==> config.mk <==
export PLATFORM = sky130hd
export DESIGN_NAME = voxel_line_walker_3d_unit
export DESIGN_NICKNAME = d
export VERILOG_FILES = /design/src/rtl/core/vlw_pkg.sv /design/src/rtl/core/voxel_line_walker_3d_unit.sv /design/src/rtl/core/vlw_mul.sv /design/src/rtl/core/vlw_ctrl.sv
export SDC_FILE = /design/constraint.sdc
export NUM_CORES = 2
export LEC_CHECK = 0
export BUFFER_PORTS_ARGS = -buffer_cell sky130_fd_sc_hd__buf_2
export CAP_MARGIN = 20
export CORE_MARGIN = 2
export CORE_UTILIZATION = 55
export DETAILED_ROUTE_END_ITERATION = 10
export PLACE_DENSITY = 0.68
export SYNTH_ARGS = -nofsm -noshare
export SYNTH_HDL_FRONTEND = slang
export SYNTH_HIERARCHICAL = 1
export SYNTH_SLANG_ARGS = --single-unit
==> constraint.sdc <==
create_clock -name clk -period 9.97 [get_ports clk]
set_input_delay 2.991 -clock clk [delete_from_list [all_inputs] [get_ports clk]]
set_output_delay 2.991 -clock clk [all_outputs]
set_load 0.005 [all_outputs]
==> src/rtl/core/vlw_pkg.sv <==
// Shared types, constants and width helpers for the voxel line walker.
package vlw_pkg;

    // Default grid configuration.
    localparam int GRID_SIZE_DEF = 16;
    localparam int FRAC_BITS_DEF = 12;

    // Fixed transaction field widths.
    localparam int POS_IN_W   = 16;
    localparam int DIR_W      = 16;
    localparam int LEN_W      = 17;
    localparam int CELL_OUT_W = 4;

    // Direction components carry 14 fraction bits.
    localparam int DIR_FRAC = 14;

    function automatic int imax(input int a, input int b);
        return (a > b) ? a : b;
    endfunction

    function automatic int imin(input int a, input int b);
        return (a < b) ? a : b;
    endfunction

    // Default operand widths of the shared multiplier.
    localparam int POS_W_DEF     = $clog2(GRID_SIZE_DEF) + FRAC_BITS_DEF;
    localparam int MUL_A_W_DEF   = imax(LEN_W + 1, imax(POS_W_DEF + 1, FRAC_BITS_DEF + 2));
    localparam int MUL_B_W_DEF   = imax(DIR_W, 2 * POS_W_DEF + 1);

    // Operation codes carried in the op field.
    localparam logic OP_START  = 1'b0;
    localparam logic OP_ANSWER = 1'b1;

    // Per-axis direction of travel.
    localparam logic [1:0] SGN_ZERO = 2'b00;
    localparam logic [1:0] SGN_POS  = 2'b01;
    localparam logic [1:0] SGN_NEG  = 2'b11;

    // Axis indexes and the code for no axis chosen.
    localparam int         AXIS_W    = 2;
    localparam logic [1:0] AXIS_X    = 2'd0;
    localparam logic [1:0] AXIS_Y    = 2'd1;
    localparam logic [1:0] AXIS_Z    = 2'd2;
    localparam logic [1:0] PICK_NONE = 2'd3;

    typedef struct packed {
        logic                    op;
        logic [POS_IN_W-1:0]     start_x;
        logic [POS_IN_W-1:0]     start_y;
        logic [POS_IN_W-1:0]     start_z;
        logic signed [DIR_W-1:0] dir_x;
        logic signed [DIR_W-1:0] dir_y;
        logic signed [DIR_W-1:0] dir_z;
        logic [LEN_W-1:0]        length;
        logic                    keep_going;
    } req_t;

    typedef struct packed {
        logic [CELL_OUT_W-1:0] cell_x;
        logic [CELL_OUT_W-1:0] cell_y;
        logic [CELL_OUT_W-1:0] cell_z;
        logic                  last_cell;
        logic                  cut_short;
    } rsp_t;

    typedef enum logic [3:0] {
        ST_IDLE,
        ST_DMUL,
        ST_POS,
        ST_OMUL,
        ST_OTH,
        ST_EMUL,
        ST_ERR,
        ST_FIRST,
        ST_PICK,
        ST_ADV,
        ST_EMIT
    } state_t;

    typedef enum logic [1:0] {
        MS_DELTA,
        MS_OTHER,
        MS_ERROR
    } msel_t;

    // Control from the sequencer to the datapath.
    typedef struct packed {
        logic  idle;
        logic  accept;
        logic  ld_pos;
        logic  ld_oth;
        logic  ld_err;
        logic  ld_first;
        logic  ld_pick;
        logic  ld_adv;
        logic  emit;
        msel_t msel;
    } ctl_t;

    // Status from the datapath and ports to the sequencer.
    typedef struct packed {
        logic req_valid;
        logic op;
        logic keep_going;
        logic walking;
        logic out_free;
    } stat_t;

endpackage

==> src/rtl/core/voxel_line_walker_3d_unit.sv <==
// Top level of the 3D voxel line walker: sequencer, shared multiplier and axis datapath.
//
// The request channel (req_valid, req_stall, req) carries one transaction per
// command. A start transaction (op = start) gives a start point, a direction and
// a length; the block answers with the cell that holds the start point. Each
// answer transaction (op = answer) reports whether the caller wants the walk to
// continue: with keep_going set the block steps one axis and returns the next
// cell, otherwise the walk ends and nothing is returned. Answers with no walk
// in progress are taken and dropped.
// On a start, the single shared multiplier is used nine times, three products per
// axis, each with an issue state (DMUL, OMUL, EMUL) and a load state (POS, OTH,
// ERR); then FIRST sets the cell flags and EMIT loads the output register, after
// which the block returns to idle for the next transaction. A continuing answer
// passes through PICK (compare the three crossing errors), ADV (advance) and
// EMIT (register the result); a stop answer is taken without leaving idle.
// req_stall is high whenever a command is being worked on.
// The response channel has its own output register, so a finished cell may wait
// under rsp_stall while the next command is already accepted; the block only
// waits when a second result is ready before the first has been taken.
// Reset clears the sequencer, the walk-active flag and rsp_valid.
module voxel_line_walker_3d_unit
    import vlw_pkg::*;
#(
    parameter int GRID_SIZE = GRID_SIZE_DEF,
    parameter int FRAC_BITS = FRAC_BITS_DEF
)
(
    input  logic clk,
    input  logic rst_n,
    input  logic req_valid,
    output logic req_stall,
    input  req_t req,
    output logic rsp_valid,
    input  logic rsp_stall,
    output rsp_t rsp
);

    // Cell index width and position width inside the grid.
    localparam int CELL_W = $clog2(GRID_SIZE);
    localparam int POS_W  = CELL_W + FRAC_BITS;
    // The running cell can wander past the grid edge by up to the step cap.
    localparam int CUR_W  = CELL_W + 3;
    localparam int V_W    = POS_W + 1;
    localparam int OTH_W  = 2 * POS_W + 1;
    localparam int DIF_W  = FRAC_BITS + 2;
    localparam int SUM_W  = imax(POS_W, 19) + 2;
    localparam int ERR_W  = imin(63, 3 * POS_W + 4);
    localparam int MA_W   = imax(LEN_W + 1, imax(V_W, DIF_W));
    localparam int MB_W   = imax(DIR_W, OTH_W);
    localparam int MP_W   = MA_W + MB_W;
    localparam int STEP_W = $clog2(3 * GRID_SIZE + 1);
    localparam int ONE    = 2 ** FRAC_BITS;
    localparam int RND    = (2 ** DIR_FRAC) - 1;

    localparam logic [POS_W-1:0]  POS_TOP  = POS_W'(GRID_SIZE * ONE - 1);
    localparam logic [STEP_W-1:0] STEP_CAP = STEP_W'(3 * GRID_SIZE);
    // Error sums saturate at plus or minus two to the 61st, which only fits
    // in the widest configurations; narrower errors can never reach it.
    localparam bit                    SAT_ON = (ERR_W >= 62);
    localparam logic signed [ERR_W:0] SAT_HI = SAT_ON ? (ERR_W + 1)'(64'sd1 <<< 61) : '0;
    localparam logic signed [ERR_W:0] SAT_LO = -SAT_HI;

    ctl_t  ctl;
    stat_t stat;

    // Per-axis state. During setup these arrays rotate by one entry per
    // axis, so the axis being worked on always sits in entry 0.
    logic [POS_IN_W-1:0]     st_reg   [3];
    logic signed [DIR_W-1:0] dir_reg  [3];
    logic [LEN_W-1:0]        len_reg;
    logic [POS_W-1:0]        p0_reg   [3];
    logic signed [V_W-1:0]   v_reg    [3];
    logic [CUR_W-1:0]        cur_reg  [3];
    logic [CELL_W-1:0]       end_reg  [3];
    logic [1:0]              sgn_reg  [3];
    logic signed [OTH_W-1:0] oth_reg  [3];
    logic signed [ERR_W-1:0] inc_reg  [3];
    logic signed [ERR_W-1:0] err_reg  [3];
    logic [STEP_W-1:0]       steps_reg;
    logic [AXIS_W-1:0]       pick_reg;
    logic                    last_reg;
    logic                    cut_reg;

    logic                    walking_reg;
    logic                    walking_next;
    logic                    rsp_valid_reg;
    logic                    rsp_valid_next;
    rsp_t                    rsp_reg;

    // Shared multiplier.
    logic signed [MA_W-1:0]  mul_a;
    logic signed [MB_W-1:0]  mul_b;
    logic signed [MP_W-1:0]  prod;

    // Setup arithmetic for the axis in entry 0.
    logic [POS_W-1:0]        p0_new;
    logic [POS_W-1:0]        p1_new;
    logic signed [MP_W-1:0]  rnd;
    logic signed [MP_W-1:0]  dz_full;
    logic signed [SUM_W-1:0] dz;
    logic signed [SUM_W-1:0] p1_sum;
    logic [CELL_W-1:0]       cell0;
    logic [CELL_W-1:0]       cell1;
    logic [1:0]              sgn_new;
    logic signed [V_W-1:0]   v_new;
    logic signed [OTH_W-1:0] oth_new;
    logic signed [ERR_W-1:0] oth_sh;
    logic signed [ERR_W-1:0] inc_new;
    logic [CELL_W:0]         plane_cell;
    logic signed [POS_W+1:0] dif_w;
    logic signed [DIF_W-1:0] dif;
    logic signed [ERR_W-1:0] err_init;

    // Walk step arithmetic.
    logic [ERR_W-1:0]        mag      [3];
    logic                    mov      [3];
    logic [AXIS_W-1:0]       pick_new;
    logic [CUR_W-1:0]        cur_adv  [3];
    logic signed [ERR_W-1:0] err_sel;
    logic signed [ERR_W-1:0] inc_sel;
    logic signed [ERR_W:0]   err_sum;
    logic signed [ERR_W-1:0] err_new;
    logic [STEP_W-1:0]       steps_inc;
    logic                    hit_cur;
    logic                    hit_adv;
    logic                    cap_hit;

    vlw_ctrl u_ctrl
    (
        .clk   (clk),
        .rst_n (rst_n),
        .stat  (stat),
        .ctl   (ctl)
    );

    vlw_mul #(
        .A_W (MA_W),
        .B_W (MB_W)
    ) u_mul
    (
        .clk  (clk),
        .a    (mul_a),
        .b    (mul_b),
        .prod (prod)
    );

    assign stat.req_valid  = req_valid;
    assign stat.op         = req.op;
    assign stat.keep_going = req.keep_going;
    assign stat.walking    = walking_reg;
    assign stat.out_free   = !rsp_valid_reg || !rsp_stall;

    assign req_stall = !ctl.idle;
    assign rsp_valid = rsp_valid_reg;
    assign rsp       = rsp_reg;

    // Operand selection for the shared multiplier.
    always_comb
    begin
        mul_a = MA_W'($signed({1'b0, len_reg}));
        mul_b = MB_W'(dir_reg[0]);
        unique case (ctl.msel)
            MS_DELTA:
            begin
                mul_a = MA_W'($signed({1'b0, len_reg}));
                mul_b = MB_W'(dir_reg[0]);
            end
            MS_OTHER:
            begin
                mul_a = MA_W'(v_reg[1]);
                mul_b = MB_W'(v_reg[2]);
            end
            MS_ERROR:
            begin
                mul_a = MA_W'(dif);
                mul_b = MB_W'(oth_reg[0]);
            end
            default:
            begin
                mul_a = '0;
                mul_b = '0;
            end
        endcase
    end

    // Start and end positions of the axis in entry 0, clamped to the grid.
    always_comb
    begin
        if (SUM_W'(st_reg[0]) > SUM_W'(POS_TOP))
        begin
            p0_new = POS_TOP;
        end
        else
        begin
            p0_new = POS_W'(st_reg[0]);
        end

        // Direction times length, truncated towards zero.
        rnd     = prod[MP_W-1] ? MP_W'(RND) : '0;
        dz_full = (prod + rnd) >>> DIR_FRAC;
        dz      = SUM_W'(dz_full);
        p1_sum  = $signed(SUM_W'(p0_new)) + dz;

        if (p1_sum[SUM_W-1])
        begin
            p1_new = '0;
        end
        else if (p1_sum > $signed(SUM_W'(POS_TOP)))
        begin
            p1_new = POS_TOP;
        end
        else
        begin
            p1_new = p1_sum[POS_W-1:0];
        end

        cell0 = p0_new[POS_W-1:FRAC_BITS];
        cell1 = p1_new[POS_W-1:FRAC_BITS];

        if (cell1 > cell0)
        begin
            sgn_new = SGN_POS;
        end
        else if (cell1 < cell0)
        begin
            sgn_new = SGN_NEG;
        end
        else
        begin
            sgn_new = SGN_ZERO;
        end

        if (p1_new == p0_new)
        begin
            v_new = V_W'(ONE);
        end
        else
        begin
            v_new = $signed(V_W'(p1_new)) - $signed(V_W'(p0_new));
        end
    end

    // Product of the other two spans, the error increment and the first error.
    always_comb
    begin
        oth_new = OTH_W'(prod);
        oth_sh  = ERR_W'(oth_new) <<< FRAC_BITS;
        if (sgn_reg[0] == SGN_POS)
        begin
            inc_new = oth_sh;
        end
        else if (sgn_reg[0] == SGN_NEG)
        begin
            inc_new = -oth_sh;
        end
        else
        begin
            inc_new = '0;
        end

        plane_cell = (CELL_W + 1)'(cur_reg[0][CELL_W-1:0]) +
                     (CELL_W + 1)'(sgn_reg[0] == SGN_POS);
        dif_w      = $signed((POS_W + 2)'({plane_cell, FRAC_BITS'(0)})) -
                     $signed((POS_W + 2)'(p0_reg[0]));
        dif        = DIF_W'(dif_w);
        err_init   = ERR_W'(prod);
    end

    // Choose the moving axis with the smallest error magnitude; ties go to the later axis.
    always_comb
    begin
        for (int i = 0; i < 3; i++)
        begin
            mag[i] = err_reg[i][ERR_W-1] ? ERR_W'(-err_reg[i]) : ERR_W'(err_reg[i]);
            mov[i] = (sgn_reg[i] != SGN_ZERO);
        end

        priority if (mov[0] && (!mov[1] || (mag[0] < mag[1])) &&
                     (!mov[2] || (mag[0] < mag[2])))
        begin
            pick_new = AXIS_X;
        end
        else if (mov[1] && (!mov[2] || (mag[1] < mag[2])))
        begin
            pick_new = AXIS_Y;
        end
        else if (mov[2])
        begin
            pick_new = AXIS_Z;
        end
        else
        begin
            pick_new = PICK_NONE;
        end
    end

    // One step along the chosen axis.
    always_comb
    begin
        err_sel = err_reg[0];
        inc_sel = inc_reg[0];
        for (int i = 0; i < 3; i++)
        begin
            cur_adv[i] = cur_reg[i];
        end

        unique case (pick_reg)
            AXIS_X, AXIS_Y, AXIS_Z:
            begin
                err_sel = err_reg[pick_reg];
                inc_sel = inc_reg[pick_reg];
                if (sgn_reg[pick_reg] == SGN_NEG)
                begin
                    cur_adv[pick_reg] = cur_reg[pick_reg] - CUR_W'(1);
                end
                else
                begin
                    cur_adv[pick_reg] = cur_reg[pick_reg] + CUR_W'(1);
                end
            end
            default:
            begin
                err_sel = err_reg[0];
            end
        endcase

        err_sum = (ERR_W + 1)'(err_sel) + (ERR_W + 1)'(inc_sel);
        if (SAT_ON && (err_sum > SAT_HI))
        begin
            err_new = ERR_W'(SAT_HI);
        end
        else if (SAT_ON && (err_sum < SAT_LO))
        begin
            err_new = ERR_W'(SAT_LO);
        end
        else
        begin
            err_new = ERR_W'(err_sum);
        end

        steps_inc = steps_reg + STEP_W'(1);
        cap_hit   = (steps_inc >= STEP_CAP);

        hit_cur = (cur_reg[0] == CUR_W'(end_reg[0])) &&
                  (cur_reg[1] == CUR_W'(end_reg[1])) &&
                  (cur_reg[2] == CUR_W'(end_reg[2]));
        hit_adv = (cur_adv[0] == CUR_W'(end_reg[0])) &&
                  (cur_adv[1] == CUR_W'(end_reg[1])) &&
                  (cur_adv[2] == CUR_W'(end_reg[2]));
    end

    // Segment inputs: loaded on a start transaction, rotated during setup.
    always_ff @(posedge clk)
    begin
        if (ctl.accept && (req.op == OP_START))
        begin
            st_reg[0]  <= req.start_x;
            st_reg[1]  <= req.start_y;
            st_reg[2]  <= req.start_z;
            dir_reg[0] <= req.dir_x;
            dir_reg[1] <= req.dir_y;
            dir_reg[2] <= req.dir_z;
            len_reg    <= req.length;
        end
        else if (ctl.ld_pos)
        begin
            st_reg[0]  <= st_reg[1];
            st_reg[1]  <= st_reg[2];
            st_reg[2]  <= st_reg[0];
            dir_reg[0] <= dir_reg[1];
            dir_reg[1] <= dir_reg[2];
            dir_reg[2] <= dir_reg[0];
        end
    end

    // Axis geometry, written in the position, other-product and error phases and carried round after.
    always_ff @(posedge clk)
    begin
        if (ctl.ld_pos || ctl.ld_oth || ctl.ld_err)
        begin
            p0_reg[0]  <= p0_reg[1];
            p0_reg[1]  <= p0_reg[2];
            p0_reg[2]  <= ctl.ld_pos ? p0_new : p0_reg[0];
            v_reg[0]   <= v_reg[1];
            v_reg[1]   <= v_reg[2];
            v_reg[2]   <= ctl.ld_pos ? v_new : v_reg[0];
            end_reg[0] <= end_reg[1];
            end_reg[1] <= end_reg[2];
            end_reg[2] <= ctl.ld_pos ? cell1 : end_reg[0];
            sgn_reg[0] <= sgn_reg[1];
            sgn_reg[1] <= sgn_reg[2];
            sgn_reg[2] <= ctl.ld_pos ? sgn_new : sgn_reg[0];
            cur_reg[0] <= cur_reg[1];
            cur_reg[1] <= cur_reg[2];
            cur_reg[2] <= ctl.ld_pos ? CUR_W'(cell0) : cur_reg[0];
            oth_reg[0] <= oth_reg[1];
            oth_reg[1] <= oth_reg[2];
            oth_reg[2] <= ctl.ld_oth ? oth_new : oth_reg[0];
            inc_reg[0] <= inc_reg[1];
            inc_reg[1] <= inc_reg[2];
            inc_reg[2] <= ctl.ld_oth ? inc_new : inc_reg[0];
            err_reg[0] <= err_reg[1];
            err_reg[1] <= err_reg[2];
            err_reg[2] <= ctl.ld_err ? err_init : err_reg[0];
        end
        else if (ctl.ld_adv && (pick_reg != PICK_NONE))
        begin
            cur_reg[pick_reg] <= cur_adv[pick_reg];
            err_reg[pick_reg] <= err_new;
        end
    end

    // Step count, chosen axis and the flags of the pending result.
    always_ff @(posedge clk)
    begin
        if (ctl.ld_pick)
        begin
            pick_reg <= pick_new;
        end

        if (ctl.ld_first)
        begin
            steps_reg <= '0;
            last_reg  <= hit_cur;
            cut_reg   <= 1'b0;
        end
        else if (ctl.ld_adv)
        begin
            steps_reg <= steps_inc;
            last_reg  <= hit_adv || cap_hit;
            cut_reg   <= cap_hit && !hit_adv;
        end
    end

    // Walk-active flag.
    always_comb
    begin
        walking_next = walking_reg;
        if (ctl.accept && (req.op == OP_ANSWER) && !req.keep_going)
        begin
            walking_next = 1'b0;
        end
        else if (ctl.ld_first)
        begin
            walking_next = !hit_cur;
        end
        else if (ctl.ld_adv && (hit_adv || cap_hit))
        begin
            walking_next = 1'b0;
        end
    end

    // Output register: holds a cell until the receiver takes it.
    always_comb
    begin
        if (ctl.emit)
        begin
            rsp_valid_next = 1'b1;
        end
        else if (!rsp_stall)
        begin
            rsp_valid_next = 1'b0;
        end
        else
        begin
            rsp_valid_next = rsp_valid_reg;
        end
    end

    always_ff @(posedge clk or negedge rst_n)
    begin
        if (!rst_n)
        begin
            walking_reg   <= 1'b0;
            rsp_valid_reg <= 1'b0;
        end
        else
        begin
            walking_reg   <= walking_next;
            rsp_valid_reg <= rsp_valid_next;
        end
    end

    always_ff @(posedge clk)
    begin
        if (ctl.emit)
        begin
            rsp_reg.cell_x    <= cur_reg[AXIS_X][CELL_OUT_W-1:0];
            rsp_reg.cell_y    <= cur_reg[AXIS_Y][CELL_OUT_W-1:0];
            rsp_reg.cell_z    <= cur_reg[AXIS_Z][CELL_OUT_W-1:0];
            rsp_reg.last_cell <= last_reg;
            rsp_reg.cut_short <= cut_reg;
        end
    end

endmodule

==> src/rtl/core/vlw_mul.sv <==
// Shared signed multiplier with a registered product.
module vlw_mul
    import vlw_pkg::*;
#(
    parameter int A_W = MUL_A_W_DEF,
    parameter int B_W = MUL_B_W_DEF
)
(
    input  logic                       clk,
    input  logic signed [A_W-1:0]      a,
    input  logic signed [B_W-1:0]      b,
    output logic signed [A_W+B_W-1:0]  prod
);

    logic signed [A_W+B_W-1:0] prod_reg;

    always_ff @(posedge clk)
    begin
        prod_reg <= (A_W + B_W)'(a) * (A_W + B_W)'(b);
    end

    assign prod = prod_reg;

endmodule

==> src/rtl/core/vlw_ctrl.sv <==
// Sequencer that steps the shared multiplier through setup and the walk.
module vlw_ctrl
    import vlw_pkg::*;
(
    input  logic  clk,
    input  logic  rst_n,
    input  stat_t stat,
    output ctl_t  ctl
);

    state_t              state_reg;
    state_t              state_next;
    logic [AXIS_W-1:0]   ax_reg;
    logic [AXIS_W-1:0]   ax_next;
    logic                ax_step;
    logic                ax_last;

    assign ax_last = (ax_reg == AXIS_Z);
    assign ax_step = (state_reg == ST_POS) || (state_reg == ST_OTH) || (state_reg == ST_ERR);

    always_ff @(posedge clk or negedge rst_n)
    begin
        if (!rst_n)
        begin
            state_reg <= ST_IDLE;
            ax_reg    <= AXIS_X;
        end
        else
        begin
            state_reg <= state_next;
            ax_reg    <= ax_next;
        end
    end

    always_comb
    begin
        ax_next = ax_reg;
        if (ax_step)
        begin
            ax_next = ax_last ? AXIS_X : ax_reg + AXIS_W'(1);
        end
    end

    always_comb
    begin
        state_next = state_reg;
        unique case (state_reg)
            ST_IDLE:
            begin
                if (stat.req_valid)
                begin
                    if (stat.op == OP_START)
                    begin
                        state_next = ST_DMUL;
                    end
                    else if (stat.walking && stat.keep_going)
                    begin
                        state_next = ST_PICK;
                    end
                end
            end
            ST_DMUL:  state_next = ST_POS;
            ST_POS:   state_next = ax_last ? ST_OMUL : ST_DMUL;
            ST_OMUL:  state_next = ST_OTH;
            ST_OTH:   state_next = ax_last ? ST_EMUL : ST_OMUL;
            ST_EMUL:  state_next = ST_ERR;
            ST_ERR:   state_next = ax_last ? ST_FIRST : ST_EMUL;
            ST_FIRST: state_next = ST_EMIT;
            ST_PICK:  state_next = ST_ADV;
            ST_ADV:   state_next = ST_EMIT;
            ST_EMIT:  state_next = stat.out_free ? ST_IDLE : ST_EMIT;
            default:  state_next = ST_IDLE;
        endcase
    end

    always_comb
    begin
        ctl          = '0;
        ctl.msel     = MS_DELTA;
        unique case (state_reg)
            ST_IDLE:
            begin
                ctl.idle   = 1'b1;
                ctl.accept = stat.req_valid;
            end
            ST_DMUL:  ctl.msel = MS_DELTA;
            ST_POS:   ctl.ld_pos = 1'b1;
            ST_OMUL:  ctl.msel = MS_OTHER;
            ST_OTH:   ctl.ld_oth = 1'b1;
            ST_EMUL:  ctl.msel = MS_ERROR;
            ST_ERR:   ctl.ld_err = 1'b1;
            ST_FIRST: ctl.ld_first = 1'b1;
            ST_PICK:  ctl.ld_pick = 1'b1;
            ST_ADV:   ctl.ld_adv = 1'b1;
            ST_EMIT:  ctl.emit = stat.out_free;
            default:  ctl.idle = 1'b0;
        endcase
    end

endmodule

After elaboration in Yosys (flattened, before gate mapping)

Memories as Yosys holds them, arrays and structs flattened. A register that Yosys moved wholly into a read port is not among the register bits.
Index checks and enable logic that the tools add are counted.
W data, S select, Z words.

Memory bits (writable): 645
Bits of input ports: 119
Logic and storage cells: 212
Output and inout port bits: 16
Bits in registers: 88
Memories kept: 10

Bitwise operators: 8
Reduce and logical (&&, ||, !) cells: 46
$mul: 1
Eq/ne operators: 29
Add/subtract/negate cells: 14
$lt $le $gt $ge: 9
Muxes and demuxes: 82

Memory list:

| name        | words | bits a word | read ports | clocked after Yosys merged registers in | write ports | RTL line                        | source |
|---|---|---|---|---|---|---|---|
| err_reg     | 3     | 52          | 4          | 0                                       | 3           | voxel_line_walker_3d_unit.sv:78 | `logic signed [ERR_W-1:0] err_reg [3];` |
| inc_reg     | 3     | 52          | 4          | 0                                       | 3           | voxel_line_walker_3d_unit.sv:77 | `logic signed [ERR_W-1:0] inc_reg [3];` |
| oth_reg     | 3     | 33          | 3          | 0                                       | 3           | voxel_line_walker_3d_unit.sv:76 | `logic signed [OTH_W-1:0] oth_reg [3];` |
| v_reg       | 3     | 17          | 3          | 0                                       | 3           | voxel_line_walker_3d_unit.sv:72 | `logic signed [V_W-1:0] v_reg [3];` |
| dir_reg     | 3     | 16          | 3          | 0                                       | 3           | voxel_line_walker_3d_unit.sv:69 | `logic signed [DIR_W-1:0] dir_reg [3];` |
| p0_reg      | 3     | 16          | 3          | 0                                       | 3           | voxel_line_walker_3d_unit.sv:71 | `logic [POS_W-1:0] p0_reg [3];` |
| +4 memories | -     | -           | -          | -                                       | -           | -                               |  |

Operators by type and width:

| cell                   | count |
|---|---|
| $mux W52               | 10 |
| $lt A52 B52 Y1         | 3 |
| $neg A52 Y52           | 3 |
| $mux W16               | 9 |
| $pmux W33 S3           | 1 |
| $pmux W18 S3           | 1 |
| $add A52 B52 Y52       | 1 |
| $neg A45 Y52           | 1 |
| $reduce_or A52 Y1      | 1 |
| $mul A18 B33 Y51       | 1 |
| $bwmux W21             | 2 |
| $eq A7 B4 Y1           | 6 |
| $mux W21               | 2 |
| $pmux W4 S10           | 1 |
| $add A35 B15 Y35       | 1 |
| $mux W7                | 5 |
| $mux W17               | 2 |
| $mux W33               | 1 |
| $mux W1                | 30 |
| $add A17 B21 Y21       | 1 |
| $gt A21 B17 Y1 const B | 1 |
| $mux W4                | 5 |
| $sub A16 B16 Y17       | 1 |
| $eq A16 B16 Y1         | 1 |
| other kinds (40)       | 99 |

Depth between registers and ports, before layout

Depth in word-level cells: 16
Mapped depth: 36
Gate-level depth less buffers: 35

Hierarchy

The synthesis kept the hierarchy.

Modules (own cells, without submodules):

| module                    | area an instance (um^2) | cells each | sequential area each (um^2) | instances |
|---|---|---|---|---|
| voxel_line_walker_3d_unit | 43351.6                 | 4012       | 20609.8                     | 1 |
| vlw_mul                   | 21613.2                 | 2410       | 1021.0                      | 1 |
| vlw_ctrl                  | 462.9                   | 54         | 150.1                       | 1 |

Worst setup path after synthesis

No wires, ideal clock.

Path kind: register to register
Start point: reg u_ctrl.state_reg[0]
End point: mem end_reg[0][0] in the netlist's numbering (enable)
Clock period less this slack: 9.011 ns
Setup time: 0.713 ns
Path slack: 0.959 ns
Path buffers: 2
Arrival time: 8.299 ns
Required time: 9.257 ns
Stages on the path, launching flop included: 7
Path through: dfrtp_1 buf_2 nand2b_1 nor2_1 clkbuf_1 nor3_1 inv_1

RTL lines:

| element                | RTL line                        | source |
|---|---|---|
| from (decl)            | vlw_ctrl.sv:11                  | `state_t state_reg;` |
| from (signal assigned) | vlw_ctrl.sv:30                  | `state_reg <= state_next;` |
| to (decl)              | voxel_line_walker_3d_unit.sv:74 | `logic [CELL_W-1:0] end_reg [3];` |

==> summary.md <==
| Metric | Value |
|---|---|
| Hpwl dp | 136000 um |
| Die width | 349 um |
| R2r setup slk | 0.82 ns |
| Final period utilization | 91.8% |
| Setup Buffers After CTS | 0 |
| Type of the worst setup path | register to register |
| Status | finished, final reports clean |
| DRC | 0 |
| Post-DR vias/cell | 5.92 |
| Avg Inst Size Synth | 10.1 um^2 |
| Top cells by area, synth | edfxtp_1 31%, fa_1 17%, ha_1 7.4% |
| Worst reg2reg path startpoint | p0_reg[0][5]$_DFFE_PP_ |
| CP startpoint kind | register |
| Slew @ Worst Pin | 1.14 ns |
| Post-CTS Hold Fix Bufs | 0 |
| Worst path max stage delay | 0.61 ns |
| RSZ-0062 raised after global routing | no |
| DRT iter0 DRCs | 4705 |
| Largest net degree at the start of global routing | 177 |
| Worst r2r dst | u_mul/prod[43]$_DFF_P_ |
| Starting Density | 55.4% |
| Routed WL per cell | 22.2 um |
| CTS tree | built |
| Crit path DAT | 9.66 ns |
| DIE AREA | 0.122 mm^2 |
| Clock transition at path regs | 0.06 ns |
| Slowest CP cell | a21o_1 |
| Hold path start | oth_reg[0][42]$_DFFE_PP_ |
| Count of final hold-check violations | 0 |
| Minimum clock period | 9.15 ns |
| Clock Skew | 0.0608 ns |
| Initial antenna violation count | 2 |
| CP most frequent cell | fa_1 |
| First-pass GRT wire length | 280000 um |
| Grt total ovfl | 0 |
| Num ports | 135 |
| Placed cell count | 7930 |
| PostCTS Resize Cnt | 0 |
| Worst Path Required | 10.48 ns |
| CTS sink cnt | 746 |
| Core ar. | 0.118 mm^2 |
| Final setup viols | 0 |
| Final setup TNS | 0 ns |
| CP Max Fanout | 23 |
| Critical path endpoint category | register |
| H-Tree Depth | 3 |
| Clk Tree Root Cell | clkbuf_16 |
| Port Buffers | 134 |
| Area Growth Syn to Fin | 8.13% |
| CTS max path bufs | 3 |
| Post-synth EDFFs | 680 |
| Sequential area share after synthesis | 33.3% |
| DR pass1 iterations | 8 |
| MaxCap Viol Count | 0 |
| Post-Syn Area | 0.0654 mm^2 |
| Hold Path Cell Cnt | 0 |
| Fin nets | 7558 |
| Via count | 47922 |
| Synth Register Bits | 746 |
| Slew Limit Fails | 0 |
| Hold crit path type | register to register |
| Die height | 349 um |
| Headroom to the max-slew limit | 21.8% |
| Non-Filler Instances | 8091 |
| Register-to-Register Path Depth | 27 |
| GPL Wtd Cong | 0.962 |
| Synth top area share | 31.2% |
| Post-Syn Instances | 6476 |
| Min-Delay Endpoint | oth_reg[0][9]$_DFFE_PP_ |
| Max Clk Rate | 0.109 GHz |
| Final core utilization | 59.9% |
| Yosys top cell by area | edfxtp_1 |
| Final ANT Viol Nets | 0 |
| Total GRT Usage | 29.6% |
| Num rows | 126 |
| Synth cell types | 99 |
| Vias in the first global route | 47780 |
| Fraction of layout cells with a size suffix above 1 | 9.77% |
| Asr flop ratio synth | 1.07% |
| Worst-skew pair later-pin latency | 0.68 ns |
| CTS buffer count | 83 |
| Ys Warns | 6 |
| Synth Flop Type | edfxtp_1 |
| Detailed Route WL | 179000 um |
==> worst max-delay path: cells and delay by family (launching register included) <==
kind | cells | cell delay [ns]
simple gates | 6 | 2.06
compound gates | 11 | 2.76
buf+inv | 2 | 0.09
fa+ha+maj | 7 | 3.46
xor+xnor | 1 | 0.18
flops | 1 | 0.43
==> cells by family after synthesis <==
kind of cell / after synthesis / share of synthesized area (%)
buf+inv: 1197 / 6.91
mux: 363 / 6.02
xor+xnor: 363 / 4.86
simple gates: 1628 / 12.3
fa+ha+maj: 958 / 24.9
other cells: 1 / 0.00573
compound gates: 1220 / 11.8
flops: 746 / 33.3
==> layout make-up <==
cell class | instances | area (um^2)
Antenna cell | 4 | 10.0
Clock buffer | 98 | 2190
Clock inverter | 57 | 706
Fill cell | 9891 | 47300
Inverter | 867 | 3260
Multi-Input combinational cell | 4539 | 39300
Sequential cell | 746 | 21800
Tap cell | 1536 | 1920
Timing Repair Buffer | 244 | 1530
==> synthesized netlist by cell type, types with 124 or more instances <==
cell type and number:
o21ai_0 260, clkbuf_1 293, a21oi_1 335, fa_1 571
nor2_1 189, a21o_1 124, inv_1 860, edfxtp_1 680
ha_1 387, mux2i_1 190, nand2_1 707, and2_1 240
xnor2_1 201, mux2_2 162, xor2_1 162
==> placed cells by master (no fill, tap or decap), types with 55 or more instances in the layout <==
| cell | count |
|---|---|
| inv_1 | 859 |
| nand2_1 | 703 |
| edfxtp_1 | 680 |
| fa_1 | 571 |
| ha_1 | 387 |
| a21oi_1 | 333 |
| and2_1 | 240 |
| o21ai_0 | 228 |
| xnor2_1 | 201 |
| mux2i_1 | 190 |
| nor2_1 | 187 |
| xor2_1 | 162 |
| mux2_2 | 162 |
| buf_2 | 134 |
| a21o_1 | 124 |
| nor2b_1 | 110 |
| buf_4 | 106 |
| o21ai_1 | 86 |
| clkbuf_16 | 84 |
| a211oi_1 | 75 |
| dfxtp_1 | 58 |
| nand2b_1 | 55 |
==> metrics by stage <==
| step | setup WS (ns) | hold slack [ns] | instance area, um^2 |
|---|---|---|---|
| floorplan | 0.959 | 0.400 | 65500 |
| global placement | 0.974 | 0.400 | 67800 |
| detailed placement | 0.938 | 0.405 | 67800 |
| CTS | 0.925 | 0.404 | 70700 |
| global route | 0.213 | 0.410 | 70700 |
| finish | 0.818 | 0.402 | 70700 |
==> worst max path at each step <==
stage / slack, ns / cells past startpoint / end / from
2_1_floorplan: 0.96 / 6 / end_reg[0][0]$_DFFE_PP_ / u_ctrl/state_reg[0]$_DFFE_PN0P_
3_3_place_gp: 0.97 / 27 / u_mul/prod[50]$_DFF_P_ / p0_reg[0][5]$_DFFE_PP_
3_5_place_dp: 0.94 / 26 / u_mul/prod[50]$_DFF_P_ / p0_reg[0][5]$_DFFE_PP_
4_1_cts: 0.92 / 26 / u_mul/prod[50]$_DFF_P_ / p0_reg[0][5]$_DFFE_PP_
5_1_grt: 0.21 / 28 / u_mul/prod[43]$_DFF_P_ / p0_reg[0][5]$_DFFE_PP_
6_report: 0.82 / 27 / u_mul/prod[43]$_DFF_P_ / p0_reg[0][5]$_DFFE_PP_
==> routing by layer <==
| metal | global-route usage [%] | part of all wire (%) |
|---|---|---|
| met3 | 4.58 | 7.8 |
| met5 | 0 | 0 |
| met2 | 45.4 | 44 |
| met4 | 9.55 | 3.3 |
| met1 | 43.3 | 45 |
Power is left out: the tool's default activity adds up to more than one toggle a clock period on the data nets, which glitch-free logic cannot reach.
